`src/aetf_pkg.sv`:
```
// aetf_pkg: shared types, constants and byte codes for the escape filter
// used by aetf_front, aetf_cmd_queue, aetf_back and the top level
// no dependencies
package aetf_pkg;

    // parameter buffer depth (2..62)
    localparam int PARAM_DEPTH = 16;
    // count saturates at PARAM_DEPTH + 1 to mark overflow
    localparam int CNT_W = $clog2(PARAM_DEPTH + 2);
    localparam int IDX_W = $clog2(PARAM_DEPTH);

    localparam logic [CNT_W-1:0] DEPTH_C = CNT_W'(PARAM_DEPTH);
    localparam logic [CNT_W-1:0] OVER_C  = CNT_W'(PARAM_DEPTH + 1);

    // command queue between front and back
    localparam int QUEUE_DEPTH = 4;
    localparam int QPTR_W      = $clog2(QUEUE_DEPTH);

    localparam logic [7:0] ESC_BYTE    = 8'h1B;
    localparam logic [7:0] CSI_OPEN    = 8'h5B;
    localparam logic [7:0] PARAM_LO    = 8'h20;
    localparam logic [7:0] PARAM_HI    = 8'h3F;
    localparam logic [7:0] FINAL_CLEAR = 8'h4A;
    localparam logic [7:0] FINAL_HOME  = 8'h48;
    localparam logic [7:0] ARG_TWO     = 8'h32;

    typedef enum logic [1:0] {
        PH_IDLE = 2'd0,
        PH_ESC  = 2'd1,
        PH_CSI  = 2'd2
    } phase_t;

    typedef enum logic [1:0] {
        ACT_PRINT = 2'd0,
        ACT_CLEAR = 2'd1,
        ACT_HOME  = 2'd2
    } action_t;

    typedef enum logic [2:0] {
        CMD_CHAR     = 3'd0,
        CMD_ESC_CHAR = 3'd1,
        CMD_CLEAR    = 3'd2,
        CMD_HOME     = 3'd3,
        CMD_REPLAY   = 3'd4
    } cmd_kind_t;

    typedef struct packed {
        cmd_kind_t        kind;
        logic [7:0]       ch;
        logic [CNT_W-1:0] nparams;
        logic             drop;
    } cmd_t;

endpackage

```
`src/ansi_escape_terminal_filter_unit.sv`:
```
// path: a byte that gives a result is registered in the command queue, then in the output register
// throughput: one byte per cycle while the command queue has room and no replay holds
//   input off; a cut-off sequence replays ESC, the bracket and its n buffered parameters
//   as n + 2 results, and input is held off until the replay has read the buffer
// reset: rst_n async active low; phase idle, parameter count zero, queue and output empty
// ansi_escape_terminal_filter_unit: top level, front -> command queue -> back
module ansi_escape_terminal_filter_unit
(
    input  logic        clk,
    input  logic        rst_n,
    // slave side: one byte of the write stream
    input  logic        s_tvalid,
    output logic        s_tready,
    input  logic [7:0]  s_tdata,   // [7:0] data_byte
    input  logic        s_tlast,   // end_of_write
    // master side: one display request
    output logic        m_tvalid,
    input  logic        m_tready,
    output logic [15:0] m_tdata,   // [7:0] out_char, [8] params_dropped, [15:9] zero
    output logic [1:0]  m_tuser,   // [1:0] action
    output logic        m_tlast    // run_last
);

    // command handoff between front and back
    logic                       push;
    aetf_pkg::cmd_t             push_cmd;
    logic                       queue_full;
    logic                       pop;
    logic                       head_valid;
    aetf_pkg::cmd_t             head_cmd;
    logic                       replay_done;
    // parameter buffer read port, used by the back during replays
    logic [aetf_pkg::IDX_W-1:0] rd_idx;
    logic [7:0]                 rd_data;
    // result fields
    logic [7:0]                 out_char;
    logic                       out_drop;

    // front: classify bytes, keep escape phase and parameter buffer
    aetf_front u_front
    (
        .clk         (clk),
        .rst_n       (rst_n),
        .in_valid    (s_tvalid),
        .in_ready    (s_tready),
        .in_byte     (s_tdata),
        .in_eow      (s_tlast),
        .push        (push),
        .push_cmd    (push_cmd),
        .queue_full  (queue_full),
        .replay_done (replay_done),
        .rd_idx      (rd_idx),
        .rd_data     (rd_data)
    );

    // short queue decouples the two sides
    aetf_cmd_queue u_queue
    (
        .clk        (clk),
        .rst_n      (rst_n),
        .push       (push),
        .push_cmd   (push_cmd),
        .full       (queue_full),
        .pop        (pop),
        .head_valid (head_valid),
        .head_cmd   (head_cmd)
    );

    // back: one result request per cycle into the output register while it is empty or being taken
    aetf_back u_back
    (
        .clk         (clk),
        .rst_n       (rst_n),
        .head_valid  (head_valid),
        .head_cmd    (head_cmd),
        .pop         (pop),
        .replay_done (replay_done),
        .rd_idx      (rd_idx),
        .rd_data     (rd_data),
        .out_valid   (m_tvalid),
        .out_ready   (m_tready),
        .out_action  (m_tuser),
        .out_char    (out_char),
        .out_last    (m_tlast),
        .out_drop    (out_drop)
    );

    // pack payload, zero fill to whole bytes
    assign m_tdata = {7'b0, out_drop, out_char};

endmodule

```
`src/aetf_front.sv`:
```
// aetf_front: accepts bytes, tracks escape phase, buffers parameters
// and turns each byte into at most one command for the back end
// depends on aetf_pkg
module aetf_front
(
    input  logic                       clk,
    input  logic                       rst_n,
    input  logic                       in_valid,
    output logic                       in_ready,
    input  logic [7:0]                 in_byte,
    input  logic                       in_eow,
    output logic                       push,
    output aetf_pkg::cmd_t             push_cmd,
    input  logic                       queue_full,
    input  logic                       replay_done,
    input  logic [aetf_pkg::IDX_W-1:0] rd_idx,
    output logic [7:0]                 rd_data
);

    aetf_pkg::phase_t               phase_reg, phase_next;
    logic [aetf_pkg::CNT_W-1:0]     count_reg, count_next;
    logic [7:0]                     store_reg [aetf_pkg::PARAM_DEPTH];
    logic                           lock_reg, lock_next;
    logic                           accept;
    logic                           is_param;
    logic                           has_room;
    logic [aetf_pkg::CNT_W-1:0]     count_bump;
    logic                           emit;
    aetf_pkg::cmd_t                 cmd;

    assign in_ready = !queue_full && !lock_reg;
    assign accept   = in_valid && in_ready;
    assign is_param = in_byte inside {[aetf_pkg::PARAM_LO:aetf_pkg::PARAM_HI]};
    assign has_room = count_reg < aetf_pkg::DEPTH_C;
    assign count_bump = has_room ? count_reg + aetf_pkg::CNT_W'(1) : aetf_pkg::OVER_C;
    assign rd_data  = store_reg[rd_idx];

    // next phase
    always_comb
    begin
        phase_next = phase_reg;
        if (accept)
        begin
            case (phase_reg)
                aetf_pkg::PH_ESC:
                begin
                    if (in_byte == aetf_pkg::CSI_OPEN)
                        phase_next = in_eow ? aetf_pkg::PH_IDLE : aetf_pkg::PH_CSI;
                    else if (in_byte == aetf_pkg::ESC_BYTE && !in_eow)
                        phase_next = aetf_pkg::PH_ESC;
                    else
                        phase_next = aetf_pkg::PH_IDLE;
                end
                aetf_pkg::PH_CSI:
                begin
                    phase_next = (is_param && !in_eow) ? aetf_pkg::PH_CSI
                                                       : aetf_pkg::PH_IDLE;
                end
                default:
                begin
                    phase_next = (in_byte == aetf_pkg::ESC_BYTE && !in_eow)
                                 ? aetf_pkg::PH_ESC : aetf_pkg::PH_IDLE;
                end
            endcase
        end
    end

    // command for this byte
    always_comb
    begin
        emit        = 1'b0;
        cmd.kind    = aetf_pkg::CMD_CHAR;
        cmd.ch      = in_byte;
        cmd.nparams = '0;
        cmd.drop    = 1'b0;
        count_next  = count_reg;
        case (phase_reg)
            aetf_pkg::PH_ESC:
            begin
                if (in_byte == aetf_pkg::CSI_OPEN)
                begin
                    if (in_eow)
                    begin
                        emit     = 1'b1;
                        cmd.kind = aetf_pkg::CMD_REPLAY;
                    end
                    else
                        count_next = '0;
                end
                else if (in_byte == aetf_pkg::ESC_BYTE && !in_eow)
                begin
                    // stale escape printed, new one pending
                    emit   = 1'b1;
                    cmd.ch = aetf_pkg::ESC_BYTE;
                end
                else
                begin
                    emit     = 1'b1;
                    cmd.kind = aetf_pkg::CMD_ESC_CHAR;
                end
            end
            aetf_pkg::PH_CSI:
            begin
                if (is_param)
                begin
                    count_next = count_bump;
                    if (in_eow)
                    begin
                        emit        = 1'b1;
                        cmd.kind    = aetf_pkg::CMD_REPLAY;
                        cmd.drop    = !has_room;
                        cmd.nparams = has_room ? count_bump : aetf_pkg::DEPTH_C;
                    end
                end
                else if (in_byte == aetf_pkg::FINAL_CLEAR && count_reg == aetf_pkg::CNT_W'(1)
                         && store_reg[0] == aetf_pkg::ARG_TWO)
                begin
                    emit     = 1'b1;
                    cmd.kind = aetf_pkg::CMD_CLEAR;
                end
                else if (in_byte == aetf_pkg::FINAL_HOME && count_reg == '0)
                begin
                    emit     = 1'b1;
                    cmd.kind = aetf_pkg::CMD_HOME;
                end
            end
            default:
            begin
                emit = !(in_byte == aetf_pkg::ESC_BYTE && !in_eow);
            end
        endcase
    end

    assign push     = accept && emit;
    assign push_cmd = cmd;

    // hold input while a replay still reads the buffer
    always_comb
    begin
        lock_next = lock_reg;
        if (replay_done)
            lock_next = 1'b0;
        if (push && cmd.kind == aetf_pkg::CMD_REPLAY)
            lock_next = 1'b1;
    end

    always_ff @(posedge clk or negedge rst_n)
    begin
        if (!rst_n)
        begin
            phase_reg <= aetf_pkg::PH_IDLE;
            count_reg <= '0;
            lock_reg  <= 1'b0;
        end
        else
        begin
            phase_reg <= phase_next;
            lock_reg  <= lock_next;
            if (accept)
                count_reg <= count_next;
        end
    end

    always_ff @(posedge clk)
    begin
        if (accept && phase_reg == aetf_pkg::PH_CSI && is_param && has_room)
            store_reg[count_reg[aetf_pkg::IDX_W-1:0]] <= in_byte;
    end

    a_lock_blocks: assert property (@(posedge clk) disable iff (!rst_n)
        lock_reg |-> !in_ready)
        else $error("input taken while replay pending");

    a_count_range: assert property (@(posedge clk) disable iff (!rst_n)
        count_reg <= aetf_pkg::OVER_C)
        else $error("parameter count out of range");

endmodule

```
`src/aetf_cmd_queue.sv`:
```
// aetf_cmd_queue: small command fifo between front and back
// depends on aetf_pkg
module aetf_cmd_queue
(
    input  logic           clk,
    input  logic           rst_n,
    input  logic           push,
    input  aetf_pkg::cmd_t push_cmd,
    output logic           full,
    input  logic           pop,
    output logic           head_valid,
    output aetf_pkg::cmd_t head_cmd
);

    aetf_pkg::cmd_t            entry_reg [aetf_pkg::QUEUE_DEPTH];
    logic [aetf_pkg::QPTR_W-1:0] wr_ptr_reg, wr_ptr_next;
    logic [aetf_pkg::QPTR_W-1:0] rd_ptr_reg, rd_ptr_next;
    logic [aetf_pkg::QPTR_W:0]   count_reg, count_next;
    logic                        do_pop;

    assign full       = count_reg == (aetf_pkg::QPTR_W+1)'(aetf_pkg::QUEUE_DEPTH);
    assign head_valid = count_reg != '0;
    assign head_cmd   = entry_reg[rd_ptr_reg];
    assign do_pop     = pop && head_valid;

    always_comb
    begin
        wr_ptr_next = push ? wr_ptr_reg + aetf_pkg::QPTR_W'(1) : wr_ptr_reg;
        rd_ptr_next = do_pop ? rd_ptr_reg + aetf_pkg::QPTR_W'(1) : rd_ptr_reg;
        count_next  = count_reg;
        if (push && !do_pop)
            count_next = count_reg + (aetf_pkg::QPTR_W+1)'(1);
        else if (!push && do_pop)
            count_next = count_reg - (aetf_pkg::QPTR_W+1)'(1);
    end

    always_ff @(posedge clk or negedge rst_n)
    begin
        if (!rst_n)
        begin
            wr_ptr_reg <= '0;
            rd_ptr_reg <= '0;
            count_reg  <= '0;
        end
        else
        begin
            wr_ptr_reg <= wr_ptr_next;
            rd_ptr_reg <= rd_ptr_next;
            count_reg  <= count_next;
        end
    end

    always_ff @(posedge clk)
    begin
        if (push)
            entry_reg[wr_ptr_reg] <= push_cmd;
    end

endmodule

```
`src/aetf_back.sv`:
```
// aetf_back: expands queued commands into result requests, one per cycle while
// the output register can load, reading the front's buffered parameters for replays
// depends on aetf_pkg
module aetf_back
(
    input  logic                       clk,
    input  logic                       rst_n,
    input  logic                       head_valid,
    input  aetf_pkg::cmd_t             head_cmd,
    output logic                       pop,
    output logic                       replay_done,
    output logic [aetf_pkg::IDX_W-1:0] rd_idx,
    input  logic [7:0]                 rd_data,
    output logic                       out_valid,
    input  logic                       out_ready,
    output logic [1:0]                 out_action,
    output logic [7:0]                 out_char,
    output logic                       out_last,
    output logic                       out_drop
);

    logic [aetf_pkg::CNT_W-1:0] pos_reg, pos_next;
    logic [aetf_pkg::CNT_W-1:0] idx_full;
    logic                       valid_reg;
    aetf_pkg::action_t          action_reg, act;
    logic [7:0]                 char_reg, ch;
    logic                       last_reg, last;
    logic                       drop_reg;
    logic                       load;
    logic                       gen;

    assign load     = !valid_reg || out_ready;
    assign gen      = load && head_valid;
    assign idx_full = pos_reg - aetf_pkg::CNT_W'(2);
    assign rd_idx   = idx_full[aetf_pkg::IDX_W-1:0];

    always_comb
    begin
        act  = aetf_pkg::ACT_PRINT;
        ch   = head_cmd.ch;
        last = 1'b1;
        case (head_cmd.kind)
            aetf_pkg::CMD_ESC_CHAR:
            begin
                ch   = (pos_reg == '0) ? aetf_pkg::ESC_BYTE : head_cmd.ch;
                last = pos_reg != '0;
            end
            aetf_pkg::CMD_CLEAR:
            begin
                act = aetf_pkg::ACT_CLEAR;
                ch  = 8'h00;
            end
            aetf_pkg::CMD_HOME:
            begin
                act = aetf_pkg::ACT_HOME;
                ch  = 8'h00;
            end
            aetf_pkg::CMD_REPLAY:
            begin
                if (pos_reg == '0)
                    ch = aetf_pkg::ESC_BYTE;
                else if (pos_reg == aetf_pkg::CNT_W'(1))
                    ch = aetf_pkg::CSI_OPEN;
                else
                    ch = rd_data;
                last = pos_reg == head_cmd.nparams + aetf_pkg::CNT_W'(1);
            end
            default:
            begin
                ch = head_cmd.ch;
            end
        endcase
    end

    assign pop         = gen && last;
    assign replay_done = pop && head_cmd.kind == aetf_pkg::CMD_REPLAY;

    always_comb
    begin
        pos_next = pos_reg;
        if (gen)
            pos_next = last ? '0 : pos_reg + aetf_pkg::CNT_W'(1);
    end

    always_ff @(posedge clk or negedge rst_n)
    begin
        if (!rst_n)
        begin
            pos_reg   <= '0;
            valid_reg <= 1'b0;
        end
        else
        begin
            pos_reg <= pos_next;
            if (load)
                valid_reg <= head_valid;
        end
    end

    always_ff @(posedge clk)
    begin
        if (gen)
        begin
            action_reg <= act;
            char_reg   <= ch;
            last_reg   <= last;
            drop_reg   <= head_cmd.kind == aetf_pkg::CMD_REPLAY && head_cmd.drop;
        end
    end

    assign out_valid  = valid_reg;
    assign out_action = action_reg;
    assign out_char   = char_reg;
    assign out_last   = last_reg;
    assign out_drop   = drop_reg;

    a_ctrl_single: assert property (@(posedge clk) disable iff (!rst_n)
        out_valid && out_action != aetf_pkg::ACT_PRINT |-> out_last && out_char == 8'h00)
        else $error("clear or home request not single and blank");

    a_drop_print: assert property (@(posedge clk) disable iff (!rst_n)
        out_valid && out_drop |-> out_action == aetf_pkg::ACT_PRINT)
        else $error("drop flag on non-print request");

    a_pos_reset: assert property (@(posedge clk) disable iff (!rst_n)
        pop |=> pos_reg == '0)
        else $error("position not cleared after command done");

endmodule

```
`config.mk`:
```
export PLATFORM = sky130hd
export DESIGN_NAME = ansi_escape_terminal_filter_unit
export DESIGN_NICKNAME = d
export VERILOG_FILES = /design/src/aetf_pkg.sv /design/src/ansi_escape_terminal_filter_unit.sv /design/src/aetf_front.sv /design/src/aetf_cmd_queue.sv /design/src/aetf_back.sv
export SDC_FILE = /design/constraint.sdc
export NUM_CORES = 1
export LEC_CHECK = 0
export ABC_AREA = 1
export BUFFER_PORTS_ARGS = -buffer_cell sky130_fd_sc_hd__buf_2
export CORE_MARGIN = 2
export CORE_UTILIZATION = 56
export CTS_CLUSTER_SIZE = 25
export DETAILED_ROUTE_END_ITERATION = 6
export HOLD_SLACK_MARGIN = 0.08
export PLACE_DENSITY = 0.76
export SKIP_CTS_REPAIR_TIMING = 1
export SYNTH_ARGS = -nofsm -noshare
export SYNTH_HDL_FRONTEND = slang
export SYNTH_SLANG_ARGS = --single-unit
```
`constraint.sdc`:
```
create_clock -name clk -period 2.8 [get_ports clk]
set_input_delay 0.28 -clock clk [delete_from_list [all_inputs] [get_ports clk]]
set_output_delay 0.28 -clock clk [all_outputs]
set_load 0.01 [all_outputs]
```
# Yosys cells after proc, flatten, opt, wreduce, memory -nomap -nowiden
# Memories as Yosys holds them, arrays and structs flattened.
# Cells that the tools add are included.
dict set report totals {
  ff_bits 33
  latch_bits 0
  mem_bits_rw 196
  romBits 0
  elab_cells 127
  n_memories 2
}
# name depth word_bits read_ports rd_ports_with_merged_regs wr line_no
set mem_list {}
lappend mem_list {u_front.store_reg 16 8 2 0 1 aetf_front.sv:22} ;# logic [7:0] store_reg [aetf_pkg::PARAM_DEPTH];
lappend mem_list {u_queue.entry_reg 4 17 1 0 1 aetf_cmd_queue.sv:15} ;# aetf_pkg::cmd_t entry_reg [aetf_pkg::QUEUE_DEPTH];
dict set report classes {
  addsub 8
  multipliers 0
  div_mod_pow 0
  order_cmp 3
  eq_ne 19
  shift 0
  mux 45
  n_bitwise 0
  n_reduce_logical 38
}
# operator count
set ops {}
lappend ops {{$mux 8} 6}
lappend ops {{$mux 5} 6}
lappend ops {{$eq 8x7->1 const B} 3}
lappend ops {{$pmux 8 s3} 1}
lappend ops {{$logic_and 1x1->1} 20}
lappend ops {{$mux 6} 3}
lappend ops {{$add 5x1->5 const B} 3}
lappend ops {{$mux 3} 5}
lappend ops {{$mux 1} 13}
lappend ops {{$eq 5x1->1 const B} 2}
lappend ops {{$logic_not 5->1} 2}
lappend ops {{$mux 2} 5}
lappend ops {{$pmux 5 s2} 1}
lappend ops {{$eq 3x3->1 const B} 3}
lappend ops {{$eq 8x5->1 const B} 1}
lappend ops {{$eq 8x6->1 const B} 1}
lappend ops {{$ge 8x6->1 const B} 1}
lappend ops {{$le 8x6->1 const B} 1}
lappend ops {{$logic_not 1->1} 8}
lappend ops {{$pmux 2 s2} 2}
lappend ops {{$eq 3x2->1 const B} 2}
lappend ops {{$pmux 3 s2} 1}
lappend ops {{$reduce_bool 2->1} 3}
lappend ops {{$eq 5x5->1} 1}
lappend ops {{16 further kinds} 19}

# Longest topological paths before layout
# Gate-level depths: netlist of run 1.
dict set report logic_depth {
  word_depth 11
  ltp_mapped 22
  ltp_nobuf 20
}

# Hierarchy
# From an unflattened synthesis of run 1, not the netlist that was laid out.
dict set report hier_totals {
  hier_cells 911
  area_unflattened_um2 10268.6
}
# mod instances cells_each area_per_inst_um2 seq_area_each_um2
set modules_own_cells {}
lappend modules_own_cells {aetf_front 1 510 5918.2 4043.9}
lappend modules_own_cells {aetf_cmd_queue 1 253 3168.0 2217.1}
lappend modules_own_cells {aetf_back 1 139 1118.6 510.5}
lappend modules_own_cells {ansi_escape_terminal_filter_unit 1 9 63.8 0.0}

# Least setup slack after synthesis of run 1
# No wires, ideal clock.
dict set report synth_path {
  path_type {reg-to-reg}
  startpoint {register u_back.pos_reg[0] in the netlist's numbering}
  endpoint {register u_queue.count_reg[2] in the netlist's numbering}
  setup_ps 131
  arrival_time_ps 2683
  required_ps 2669
  slack_ps -14
  stages_incl_launch_ff 17
  period_less_slack_ps 2814
  path_cell_list {dfrtp_1 > inv_1 > buf_2 > clkbuf_1 > ha_1 > nand3_1 > inv_1 > nor2_2 > nor2_2 > nand2_4 > nand2_4 > ha_1 > inv_1 > fa_1 > a21oi_1 > o21ai_0 > xor2_1}
}
dict set report synth_between {
  elab_chain_len 7
  elab_cells_between_ends 10
  cone_classes {eq/ne: 1; mux: 2; reduce/logical: 7}
}
# item line_no
set synth_lines {}
lappend synth_lines {{start, declared} aetf_back.sv:22} ;# logic [aetf_pkg::CNT_W-1:0] pos_reg, pos_next;
lappend synth_lines {{start signal, assigned} aetf_back.sv:94} ;# pos_reg <= pos_next;
lappend synth_lines {{$eq 5x5->1 / $reduce_bool 5->1 (equally long branches)} {aetf_back.sv:66, aetf_back.sv:46}}
lappend synth_lines {{$pmux 1 s2 (*)} aetf_back.sv:42} ;# case (head_cmd.kind)
lappend synth_lines {{net u_back.last} aetf_back.sv:27} ;# logic last_reg, last;
lappend synth_lines {{$logic_and 1x1->1 (*)} aetf_back.sv:75} ;# assign pop = gen && last;
lappend synth_lines {{$logic_and 1x1->1 (*)} aetf_cmd_queue.sv:24} ;# assign do_pop = pop && head_valid;
lappend synth_lines {{$logic_not 1->1} aetf_cmd_queue.sv:31} ;# if (push && !do_pop)
lappend synth_lines {{$logic_and 1x1->1} aetf_cmd_queue.sv:31}
lappend synth_lines {{$mux 3 / $reduce_bool 2->1 (equally long branches)} -}
lappend synth_lines {{end signal, assigned} aetf_cmd_queue.sv:49} ;# count_reg <= count_next;
lappend synth_lines {{end, declared} aetf_cmd_queue.sv:18} ;# logic [aetf_pkg::QPTR_W:0] count_reg, count_next;
# Mark *: on every way through the listed nets, which the timed path passes. The rest lies on a longest branch.
# A chain may end at the register's enable or synchronous reset.

# Worst setup path in the final report of run 1
dict set report layout_path {
  startpoint {register u_queue.rd_ptr_reg[0] in the netlist's numbering}
  endpoint {register u_queue.count_reg[1] in the netlist's numbering}
}
dict set report layout_between {
  elab_chain_len 9
  elab_cells_between_ends 13
  cone_classes {add/sub: 1; eq/ne: 3; mux: 2; reduce/logical: 6; memory: 1}
}
# item line_no
set layout_lines {}
lappend layout_lines {{start, declared} aetf_cmd_queue.sv:17} ;# logic [aetf_pkg::QPTR_W-1:0] rd_ptr_reg, rd_ptr_next;
lappend layout_lines {{start signal, assigned} aetf_cmd_queue.sv:48} ;# rd_ptr_reg <= rd_ptr_next;
lappend layout_lines {{$mem_v2 4x17 (*)} -}
lappend layout_lines {{$add 5x1->5} aetf_back.sv:66} ;# last = pos_reg == head_cmd.nparams + aetf_pkg::CNT_W'(1);
lappend layout_lines {{$eq 5x5->1} aetf_back.sv:66}
lappend layout_lines {{$pmux 1 s2 (*)} aetf_back.sv:42}
lappend layout_lines {{net u_back.last} aetf_back.sv:27}
lappend layout_lines {{$logic_and 1x1->1 (*)} aetf_back.sv:75}
lappend layout_lines {{$logic_and 1x1->1 (*)} aetf_cmd_queue.sv:24}
lappend layout_lines {{$logic_not 1->1 (*)} aetf_cmd_queue.sv:31}
lappend layout_lines {{$logic_and 1x1->1 (*)} aetf_cmd_queue.sv:31}
lappend layout_lines {{$mux 3 (*)} aetf_cmd_queue.sv:31}
lappend layout_lines {{net u_queue.count_next, one bit} aetf_cmd_queue.sv:18}
# Marked as above.

==> flow_summary.toml, run 1 <==
[pwr]
p_per_area_nw_per_um2 = 1001
ir_drop_uv = 726.1
pwr-share-comb_pct = 37.9
clkPwrFrac_pct = 24.7
p_total_w = 0.01168
pwr-share-seq_pct = 37.4
power.leakage_nw = 4.358
p_sw_share_pct = 36.57
internal-power_w = 0.007406
switchingPower_w = 0.004270

[floorplanning]
die_x_um = 137.7
die-area_um2 = 18970
core_area_um2 = 17420
die_y_um = 137.7
start_util_pct = 57.50
rows = 48
io_pins = 34

[global_routing]
gr-usage-met1_pct = 35.87
grt_pass1_vias = 6674
antenna_found_initial = 0
track_usage_pct = 25.90
grtUsageMet3_pct = 4.673
busiest_layer = "met2"
grt_pass1_wl_mm = 36.67
grt_start_max_net_pins = 50
grtUsageMet2_pct = 42.34
gr-total-overflow = 0

[worst_setup_path]
critPathLaunchType = "flip-flop"
r2r_slack_ps = 30
cp.required_ps = 3190
crit_type = "flip-flop to flip-flop"
rr_startpoint = "u_queue.rd_ptr_reg[0]$_DFFE_PN0P_"
crit_start = "u_queue.rd_ptr_reg[0]$_DFFE_PN0P_"
r2r-end = "u_queue.count_reg[1]$_DFFE_PN0P_"
worst-path-max-fanout = 7
crit_path_end_kind = "flip-flop"
arrival_ps = 3160
reg2reg_depth = 20

[logic_synthesis]
seq_area_frac_synth_pct = 67.62
synth_area_per_cell_um2 = 11.45
ys_ff_latch = 229
synth_warnings = 0
ys.flop_type = "edfxtp_1"
async_flop_share_pct = 9.170
yosysUniqueCellTypes = 40
synth_edf_count = 208
syn_area_um2 = 10010
syn_inst = 875

[routing]
via_per_inst = 5.921
ant_nets = 0
drt-initial-drc-count = 961
firstDrtPassIters = 5
vias = 7099
routed_wl_mm = 24.04
wl_per_cell_um = 20.05
drc = 0

[worst_hold_path]
hp-start = "s_tdata[7]"
hold_class = "primary input to flip-flop"
min_to = "u_front.store_reg[0][7]$_DFFE_PP_"
holdPathStages = 1

[cells_and_area]
multiInputGateArea_um2 = 2853
regArea_um2 = 6774
drive_gt1_share_pct = 18.07
diodes = 0
nNetsFinal = 987
largest_reg_flops = 128
fin_util_pct = 66.97
fill_cells = 1247
final_common_cell = "edfxtp_1"
layout_common_cells = "edfxtp_1 (208), nor2_1 (134), o21ai_0 (101), nand2_1 (100), buf_4 (63)"
syn2layout_area_growth_pct = 16.47

[timing]
slew_viol_final = 0
worstMarginPinSlew_ps = 540.0
period_share_pct = 98.96
setup_viol = 0
rsz0062_at_grt = "yes"
min_period_ps = 2771
fmax_ghz = 0.3609
fin_setup_tns_ps = 0
slew_headroom_pct = 63.62
fin_worst_skew_ps = 21.55
hold_viol = 0

[placed_design]
globalplace.congestion = 0.8643
dp.final_hpwl_mm = 15.05
portBuffers = 26

[outcome]
outcome = "completed"

[clocking]
cts_buffers = 24
cts_buffer_depth = 3
cts-root-buf = "clkbuf_16"
htreeDepth = 1
cts_tree = "built"
clock_latency_ps = 530
clkTransAtPathRegs_ps = 60
cts_num_sinks = 229

[flow_run]
max_cap_viol_count = 0
==> cell families (layout without fill, tap and decap cells) <==
kind of cell    after synthesis  in the layout  share of synthesized area [%]
flops                       229            229                          67.62
fa+ha+maj                    18             18                          2.324
xor+xnor                      7              7                         0.6122
compound gates              176            176                          10.34
simple gates                327            327                          13.99
other cells                   1              7                        0.03745
buf+inv                     117            210                          5.072
==> per-stage QoR <==
step           instance area (µm²)  std cells  hold slack, ps  worst slack, ps
2_1_floorplan                10040        881          -15.59            33.82
3_3_place_gp                 10760       1146           294.7            73.61
3_5_place_dp                 10760       1146           298.4           -62.52
4_1_cts                      11460       1190          -240.9           -93.94
5_1_grt                      11660       1199           94.13           -68.07
6_report                     11660       1199           105.7            29.03
==> cell usage after synthesis, types with 3 or more instances <==
cell        n  share of area [%]
ha_1       17                2.1
o22ai_1    18                1.1
xor2_1      3               0.26
nand4_1     6               0.37
inv_2       4               0.15
nand2_4     3               0.34
nor2_2      4               0.25
o221ai_1   22                1.9
xnor2_1     4               0.35
o211ai_1    8               0.60
nand2_2     9               0.56
o21ai_1     4               0.20
nor2_1    138                5.2
clkbuf_1   35                1.3
nor3_1      4               0.20
buf_2       6               0.30
nand3_1    48                2.4
buf_4       8               0.60
nor4_1      3               0.19
dfrtp_1    21                5.2
inv_1      60                2.2
o21ai_0   102                5.1
nand2_1   108                4.0
edfxtp_1  208                 62
a21oi_1    14               0.70
==> worst max-delay path: stages, from the launching register on <==
cell	delay [ps]
dfrtp_1	410
buf_6	160
clkinv_8	70
nand2_4	70
nand2_2	50
nand2_2	60
nand2_2	70
ha_4	280
xnor2_2	100
nand2_1	60
nor2_1	90
nand2_1	70
a21oi_2	110
nand2_2	90
nand2_4	110
nand2_4	60
ha_4	170
inv_4	50
fa_2	440
nor2_2	100
a21oi_1	50
==> final cells by class <==
cell class,instances,share of cell area [%]
repair buffers,101,6.790
inverters,65,2.221
clock buffers,32,5.492
well taps,225,2.414
clock inverters,12,0.5471
flip-flops and latches,229,58.08
multi-input cells,535,24.46
==> power groups by stage <==
| stage | clock network [W] | registers [W] | logic, W |
|---|---|---|---|
| after floorplan | 0 | 0.00443 | 0.00255 |
| after global placement | 0 | 0.00440 | 0.00387 |
| after detailed placement | 0 | 0.00441 | 0.00400 |
| after CTS | 0.00289 | 0.00435 | 0.00404 |
| after global routing | 0.00304 | 0.00440 | 0.00481 |
| final | 0.00289 | 0.00436 | 0.00443 |
==> how the worst max path moves through the flow <==
stage | to | slack (ps)
after floorplan | u_queue.count_reg[2]$_DFFE_PN0P_ | 30
after global placement | u_queue.count_reg[2]$_DFFE_PN0P_ | 70
after detailed placement | u_queue.count_reg[2]$_DFFE_PN0P_ | -60
after CTS | u_queue.count_reg[2]$_DFFE_PN0P_ | -90
after global routing | u_queue.count_reg[1]$_DFFE_PN0P_ | -70
final | u_queue.count_reg[1]$_DFFE_PN0P_ | 30
==> metal layers <==
| metal | routed length (µm) | vias to the layer above |
|---|---|---|
| met1 | 9831 | 3423 |
| li1 | - | 3232 |
| met2 | 11560 | 395 |
| met5 | 0 | - |
| met4 | 557 | 0 |
| met3 | 2094 | 49 |
Note: power is estimated with default switching activity, not from simulation.
==> run 2, diff against run 1 <==
Settings changed: ABC_AREA 1 to 0, CORE_UTILIZATION 56 to 47, PLACE_DENSITY 0.76 to 0.66.
==> run 2 against run 1 <==
  * The run now ends with negative setup slack left
  * Fmax decreased by 17%
  * Clock power increased by 1%
  * Critical endpoint unchanged
  * Clock-buffer cell count increased by 3
==> flow_summary.toml, run 2 <==
[outcome]
outcome = "complete, but fails checks"
violations = "negative setup slack"

[routing]
drt-initial-drc-count = 381
via_per_inst = 5.525
firstDrtPassIters = 5
ant_nets = 0
drc = 0
routed_wl_mm = 19.75
vias = 5160
wl_per_cell_um = 21.15

[logic_synthesis]
synth_edf_count = 208
ys.flop_type = "edfxtp_1"
synth_top_area_share_pct = 64.60
syn_inst = 546
async_flop_share_pct = 9.170
synthTopCellsByCount = "edfxtp_1 (208), mux4_2 (50), nor2_1 (29), inv_1 (23), nand2_1 (22)"
synth.area.top_cells = "edfxtp_1 (65%), mux4_2 (12%), dfrtp_1 (5.4%)"
yosysUniqueCellTypes = 55
ys_ff_latch = 229
syn_area_um2 = 9668
yosysMostFrequentCell = "edfxtp_1"
seq_area_frac_synth_pct = 70.04
synth_top_area_cell = "edfxtp_1"
synth_area_per_cell_um2 = 17.71
synth_warnings = 0

[timing]
layout_setup_ws_ps = -536.4
period_share_pct = 119.2
worstMarginPinSlew_ps = 535.8
hold_viol = 0
rsz0062_at_grt = "yes"
setup_viol = 5
fin_worst_skew_ps = 10.85
min_period_ps = 3336
slew_headroom_pct = 64.28
slew_viol_final = 0
whs_ps = 125.9
fmax_ghz = 0.2997

[floorplanning]
die_y_um = 147.4
io_pins = 34
core_area_um2 = 20230
die_x_um = 147.4
rows = 52
start_util_pct = 47.78
die-area_um2 = 21730

[clocking]
cts_buffers = 24
clock_latency_ps = 510
cts_tree = "built"
cts_buffer_depth = 3
cts-root-buf = "clkbuf_16"
htreeDepth = 1
cts_num_sinks = 229
clkTransAtPathRegs_ps = 60

[placed_design]
place_ws_ps = -605.6
portBuffers = 26
place_area_um2 = 10630
dp.final_hpwl_mm = 13.66
globalplace.congestion = 0.8209
dpl.cell_count = 888

[worst_hold_path]
min_to = "u_front.store_reg[2][2]$_DFFE_PP_"
hp-start = "s_tdata[2]"
hold_class = "primary input to flip-flop"
holdPathStages = 2

[worst_setup_path]
r2r-end = "u_queue.count_reg[1]$_DFFE_PN0P_"
r2r_slack_ps = -540
cp.required_ps = 3200
crit_path_end_kind = "flip-flop"
worst-path-max-fanout = 4
crit_type = "flip-flop to flip-flop"
crit_start = "u_queue.rd_ptr_reg[0]$_DFFE_PN0P_"
critPathLaunchType = "flip-flop"
arrival_ps = 3730
rr_startpoint = "u_queue.rd_ptr_reg[0]$_DFFE_PN0P_"
reg2reg_depth = 11

[cells_and_area]
layout_common_cells = "edfxtp_1 (208), buf_4 (67), mux4_2 (52), nor2_1 (28), buf_2 (26)"
syn2layout_area_growth_pct = 18.49
largest_reg_flops = 128
drive_gt1_share_pct = 31.48
nNetsFinal = 679
final_common_cell = "edfxtp_1"
fin_cells = 934
fill_cells = 1517
design_area_um2 = 11460
diodes = 0

[global_routing]
antenna_found_initial = 0
grt_pass1_wl_mm = 31.05
gr-total-overflow = 0
grt_pass1_vias = 5428
track_usage_pct = 18.80
grt_start_max_net_pins = 36

[pwr]
p_per_area_nw_per_um2 = 882.1
power.leakage_nw = 4.005
ir_drop_uv = 685.4

[flow_run]
max_cap_viol_count = 0
[run 2: changes by cell type in the layout (fill, tap and decap cells not counted), sizes merged, moves of 22 or more]
cell	previous run	this run
nand3	48	10
nor2	143	29
mux4	0	56
inv	63	24
o221ai	22	0
nand2	120	23
o21ai	109	11
[run 2: cells by family after synthesis]
kind of cell	synth area share [%]
other cells	0.03879
fa+ha+maj	2.407
flops	70.04
xor+xnor	1.450
compound gates	3.481
buf+inv	2.653
mux	13.61
simple gates	6.316
[run 2: how the worst max path moves through the flow]
stage / cells past startpoint / slack [ps] / to
2_1_floorplan: 12 / -700 / u_queue.count_reg[1]$_DFFE_PN0P_
3_3_place_gp: 10 / -550 / u_queue.count_reg[1]$_DFFE_PN0P_
3_5_place_dp: 10 / -610 / u_queue.count_reg[1]$_DFFE_PN0P_
4_1_cts: 10 / -620 / u_queue.count_reg[1]$_DFFE_PN0P_
5_1_grt: 11 / -640 / u_queue.count_reg[1]$_DFFE_PN0P_
6_report: 11 / -540 / u_queue.count_reg[1]$_DFFE_PN0P_
[run 2: metal layers]
layer,up-vias,part of all wire (%),track usage [%],wire [µm]
met2,154,50,31.43,9923
li1,2324,-,-,-
met4,0,2.9,5.577,567
met3,34,6.0,3.426,1183
met5,-,0,0,0
met1,2648,41,25.57,8080
[run 2: where the power goes]
group          switching (W)  internal [W]
Sequential          0.000141       0.00415
Combinational        0.00144       0.00145
Clock                0.00122       0.00171
[run 2: layout make-up]
cell class,count,area [µm²],area share [%]
inverter,23,86.33,0.7536
tap,270,337.8,2.949
clock buffer,35,691.9,6.040
multi-input combinational,267,2730,23.83
sequential,229,6774,59.13
timing repair buffer,103,789.5,6.892
clock inverter,7,46.29,0.4041
[run 2: critical path: stages (launching register included)]
cell and delay [ps]:
dfrtp_2 420, mux4_2 570, ha_4 200, xnor2_2 130
xnor2_1 130, or4_4 570, o31ai_4 210, nand2_2 110
ha_4 170, inv_2 50, fa_2 420, mux2_2 260
[run 2: per-stage QoR]
| step | power (W) | TNS (ps) | util [%] |
|---|---|---|---|
| 3_3_place_gp | 0.007075 | -1093 | 52.51 |
| 5_1_grt | 0.01056 | -1804 | 56.62 |
| 4_1_cts | 0.01009 | -1601 | 56.16 |
| 2_1_floorplan | 0.006133 | -1412 | - |
| 3_5_place_dp | 0.007164 | -1473 | 52.51 |
| 6_report | 0.01011 | -1115 | 56.62 |
==> run 3, diff against run 2 <==
Settings changed: RECOVER_POWER from default to 50.
==> run 3 against run 2 <==
  * The flow still finishes with violations (negative setup slack)
  * Die area is the same
  * Via count grew 0.50%
  * Clock-buffer cell count is the same
  * Worst setup slack lost 2.2 ps
  * Sequential cell count is the same
  * Largest power group unchanged
==> flow_summary.toml, run 3 (synthesized netlist as in run 2, its figures left out) <==
[placed_design]
dpl.cell_count = 888
dp.final_hpwl_mm = 13.66
globalplace.congestion = 0.8209
place_area_um2 = 10630
portBuffers = 26

[worst_setup_path]
critPathTopFamily = "multiplexers"
crit_type = "flip-flop to flip-flop"
rr_startpoint = "u_queue.rd_ptr_reg[0]$_DFFE_PN0P_"
crit_chain = "mux4_2 -> ha_4 -> xnor2_2 -> xnor2_1 -> or4_4 -> o31ai_4 -> nand2_2 -> ha_4 -> inv_2 -> fa_2 -> mux2_2"
timing.critical_path.buf_inv = 1
crit_path_end_kind = "flip-flop"
critPathMaxStageDelay_ps = 570
r2r_slack_ps = -540
path_common_cell = "ha_4"
cp.required_ps = 3200
arrival_ps = 3740
cp_slowest_cell = "mux4_2"
reg2reg_depth = 11
worst-path-max-fanout = 4
r2r-end = "u_queue.count_reg[1]$_DFFE_PN0P_"
critPathLaunchType = "flip-flop"

[timing]
slew_headroom_pct = 12.98
setup_viol = 6
fmax_ghz = 0.2995
rsz0062_at_grt = "yes"
whs_ps = 162.5
worstMarginPinSlew_ps = 1305
layout_setup_ws_ps = -538.7
hold_viol = 0
fin_worst_skew_ps = 10.31
slew_viol_final = 0
period_share_pct = 119.2
min_period_ps = 3339

[pwr]
clkPwrFrac_pct = 29.1
internal-power_w = 0.007270
power.leakage_nw = 3.900
switchingPower_w = 0.002806
p_total_w = 0.01008
p_sw_share_pct = 27.85
ir_drop_uv = 685.3
pwr-share-comb_pct = 28.3
pwr-share-seq_pct = 42.6
p_per_area_nw_per_um2 = 885.2

[global_routing]
grt_pass1_wl_mm = 31.05
grt_pass1_vias = 5428
antenna_found_initial = 0
gr-total-overflow = 0
grt_start_max_net_pins = 36
track_usage_pct = 18.80

[outcome]
violations = "negative setup slack"
outcome = "complete, but fails checks"

[cells_and_area]
layout_common_cells = "edfxtp_1 (208), buf_4 (55), mux4_2 (52), clkbuf_1 (40), nor2_1 (28)"
final_common_cell = "edfxtp_1"
drive_gt1_share_pct = 26.36
nNetsFinal = 679
design_area_um2 = 11380
fin_cells = 934
syn2layout_area_growth_pct = 17.74
largest_reg_flops = 128
diodes = 0
fin_util_pct = 56.26

[worst_hold_path]
min_to = "u_front.phase_reg[0]$_DFFE_PN0P_"
holdPathStages = 3
hp-start = "s_tlast"
hold_class = "primary input to flip-flop"

[routing]
via_per_inst = 5.552
wl_per_cell_um = 21.18
drc = 0
firstDrtPassIters = 5
vias = 5186
drt-initial-drc-count = 359
ant_nets = 0
routed_wl_mm = 19.79

[floorplanning]
die-area_um2 = 21730
die_x_um = 147.4
start_util_pct = 47.78
core_area_um2 = 20230
die_y_um = 147.4
rows = 52
io_pins = 34

[clocking]
htreeDepth = 1
cts_buffers = 24
clkTransAtPathRegs_ps = 60
cts_num_sinks = 229
clock_latency_ps = 510
cts_tree = "built"
cts_buffer_depth = 3
cts-root-buf = "clkbuf_16"

[flow_run]
max_cap_viol_count = 0
run 3: changes by cell type in the layout (fill, tap and decap cells not counted):
| cell | delta |
|---|---|
| clkbuf_1 | +34 |
| buf_2 | -22 |
| buf_4 | -12 |
| and2_0 | +1 |
| and2_1 | -1 |
run 3: worst max path at each step:
stage | end | cells after the start | start
finish | u_queue.count_reg[1]$_DFFE_PN0P_ | 11 | u_queue.rd_ptr_reg[0]$_DFFE_PN0P_
detailed placement | u_queue.count_reg[1]$_DFFE_PN0P_ | 10 | u_queue.rd_ptr_reg[0]$_DFFE_PN0P_
CTS | u_queue.count_reg[1]$_DFFE_PN0P_ | 10 | u_queue.rd_ptr_reg[0]$_DFFE_PN0P_
global route | u_queue.count_reg[1]$_DFFE_PN0P_ | 11 | u_queue.rd_ptr_reg[0]$_DFFE_PN0P_
floorplan | u_queue.count_reg[1]$_DFFE_PN0P_ | 12 | u_queue.rd_ptr_reg[0]$_DFFE_PN0P_
global placement | u_queue.count_reg[1]$_DFFE_PN0P_ | 10 | u_queue.rd_ptr_reg[0]$_DFFE_PN0P_
run 3: final cells by class:
type,count,area [µm²]
inverters,23,86.33
well taps,270,337.8
flip-flops and latches,229,6774
multi-input cells,267,2730
clock buffers,35,691.9
clock inverters,7,46.29
fillers,1542,8851
repair buffers,103,716.9
run 3: worst min-delay path: cells and delay by family:
family	cells	cell delay, ps
AO/OA/AOI/OAI	1	80
buffers and inverters	1	130
AND/OR/NAND/NOR	1	130
run 3: routing by layer:
layer	track usage, %	up-vias	routed length [µm]
li1	-	2327	-
met1	25.57	2662	8182
met2	31.43	161	9966
met3	3.426	36	1071
met4	5.577	0	565
met5	0	-	0
run 3: power by group through the flow:
stage / clock network, W / logic, W / registers, W
after global routing: 0.00310 / 0.00311 / 0.00432
after CTS: 0.00299 / 0.00282 / 0.00428
after floorplan: 0 / 0.00178 / 0.00435
after detailed placement: 0 / 0.00281 / 0.00435
final: 0.00293 / 0.00286 / 0.00429
after global placement: 0 / 0.00275 / 0.00433
run 3: per-stage QoR:
stage                     setup slack [ps]  TNS, ps
after floorplan                     -696.6    -1412
after global placement              -546.0    -1093
after detailed placement            -605.6    -1473
after CTS                           -621.3    -1601
after global routing                -643.2    -1912
final                               -538.7    -1207
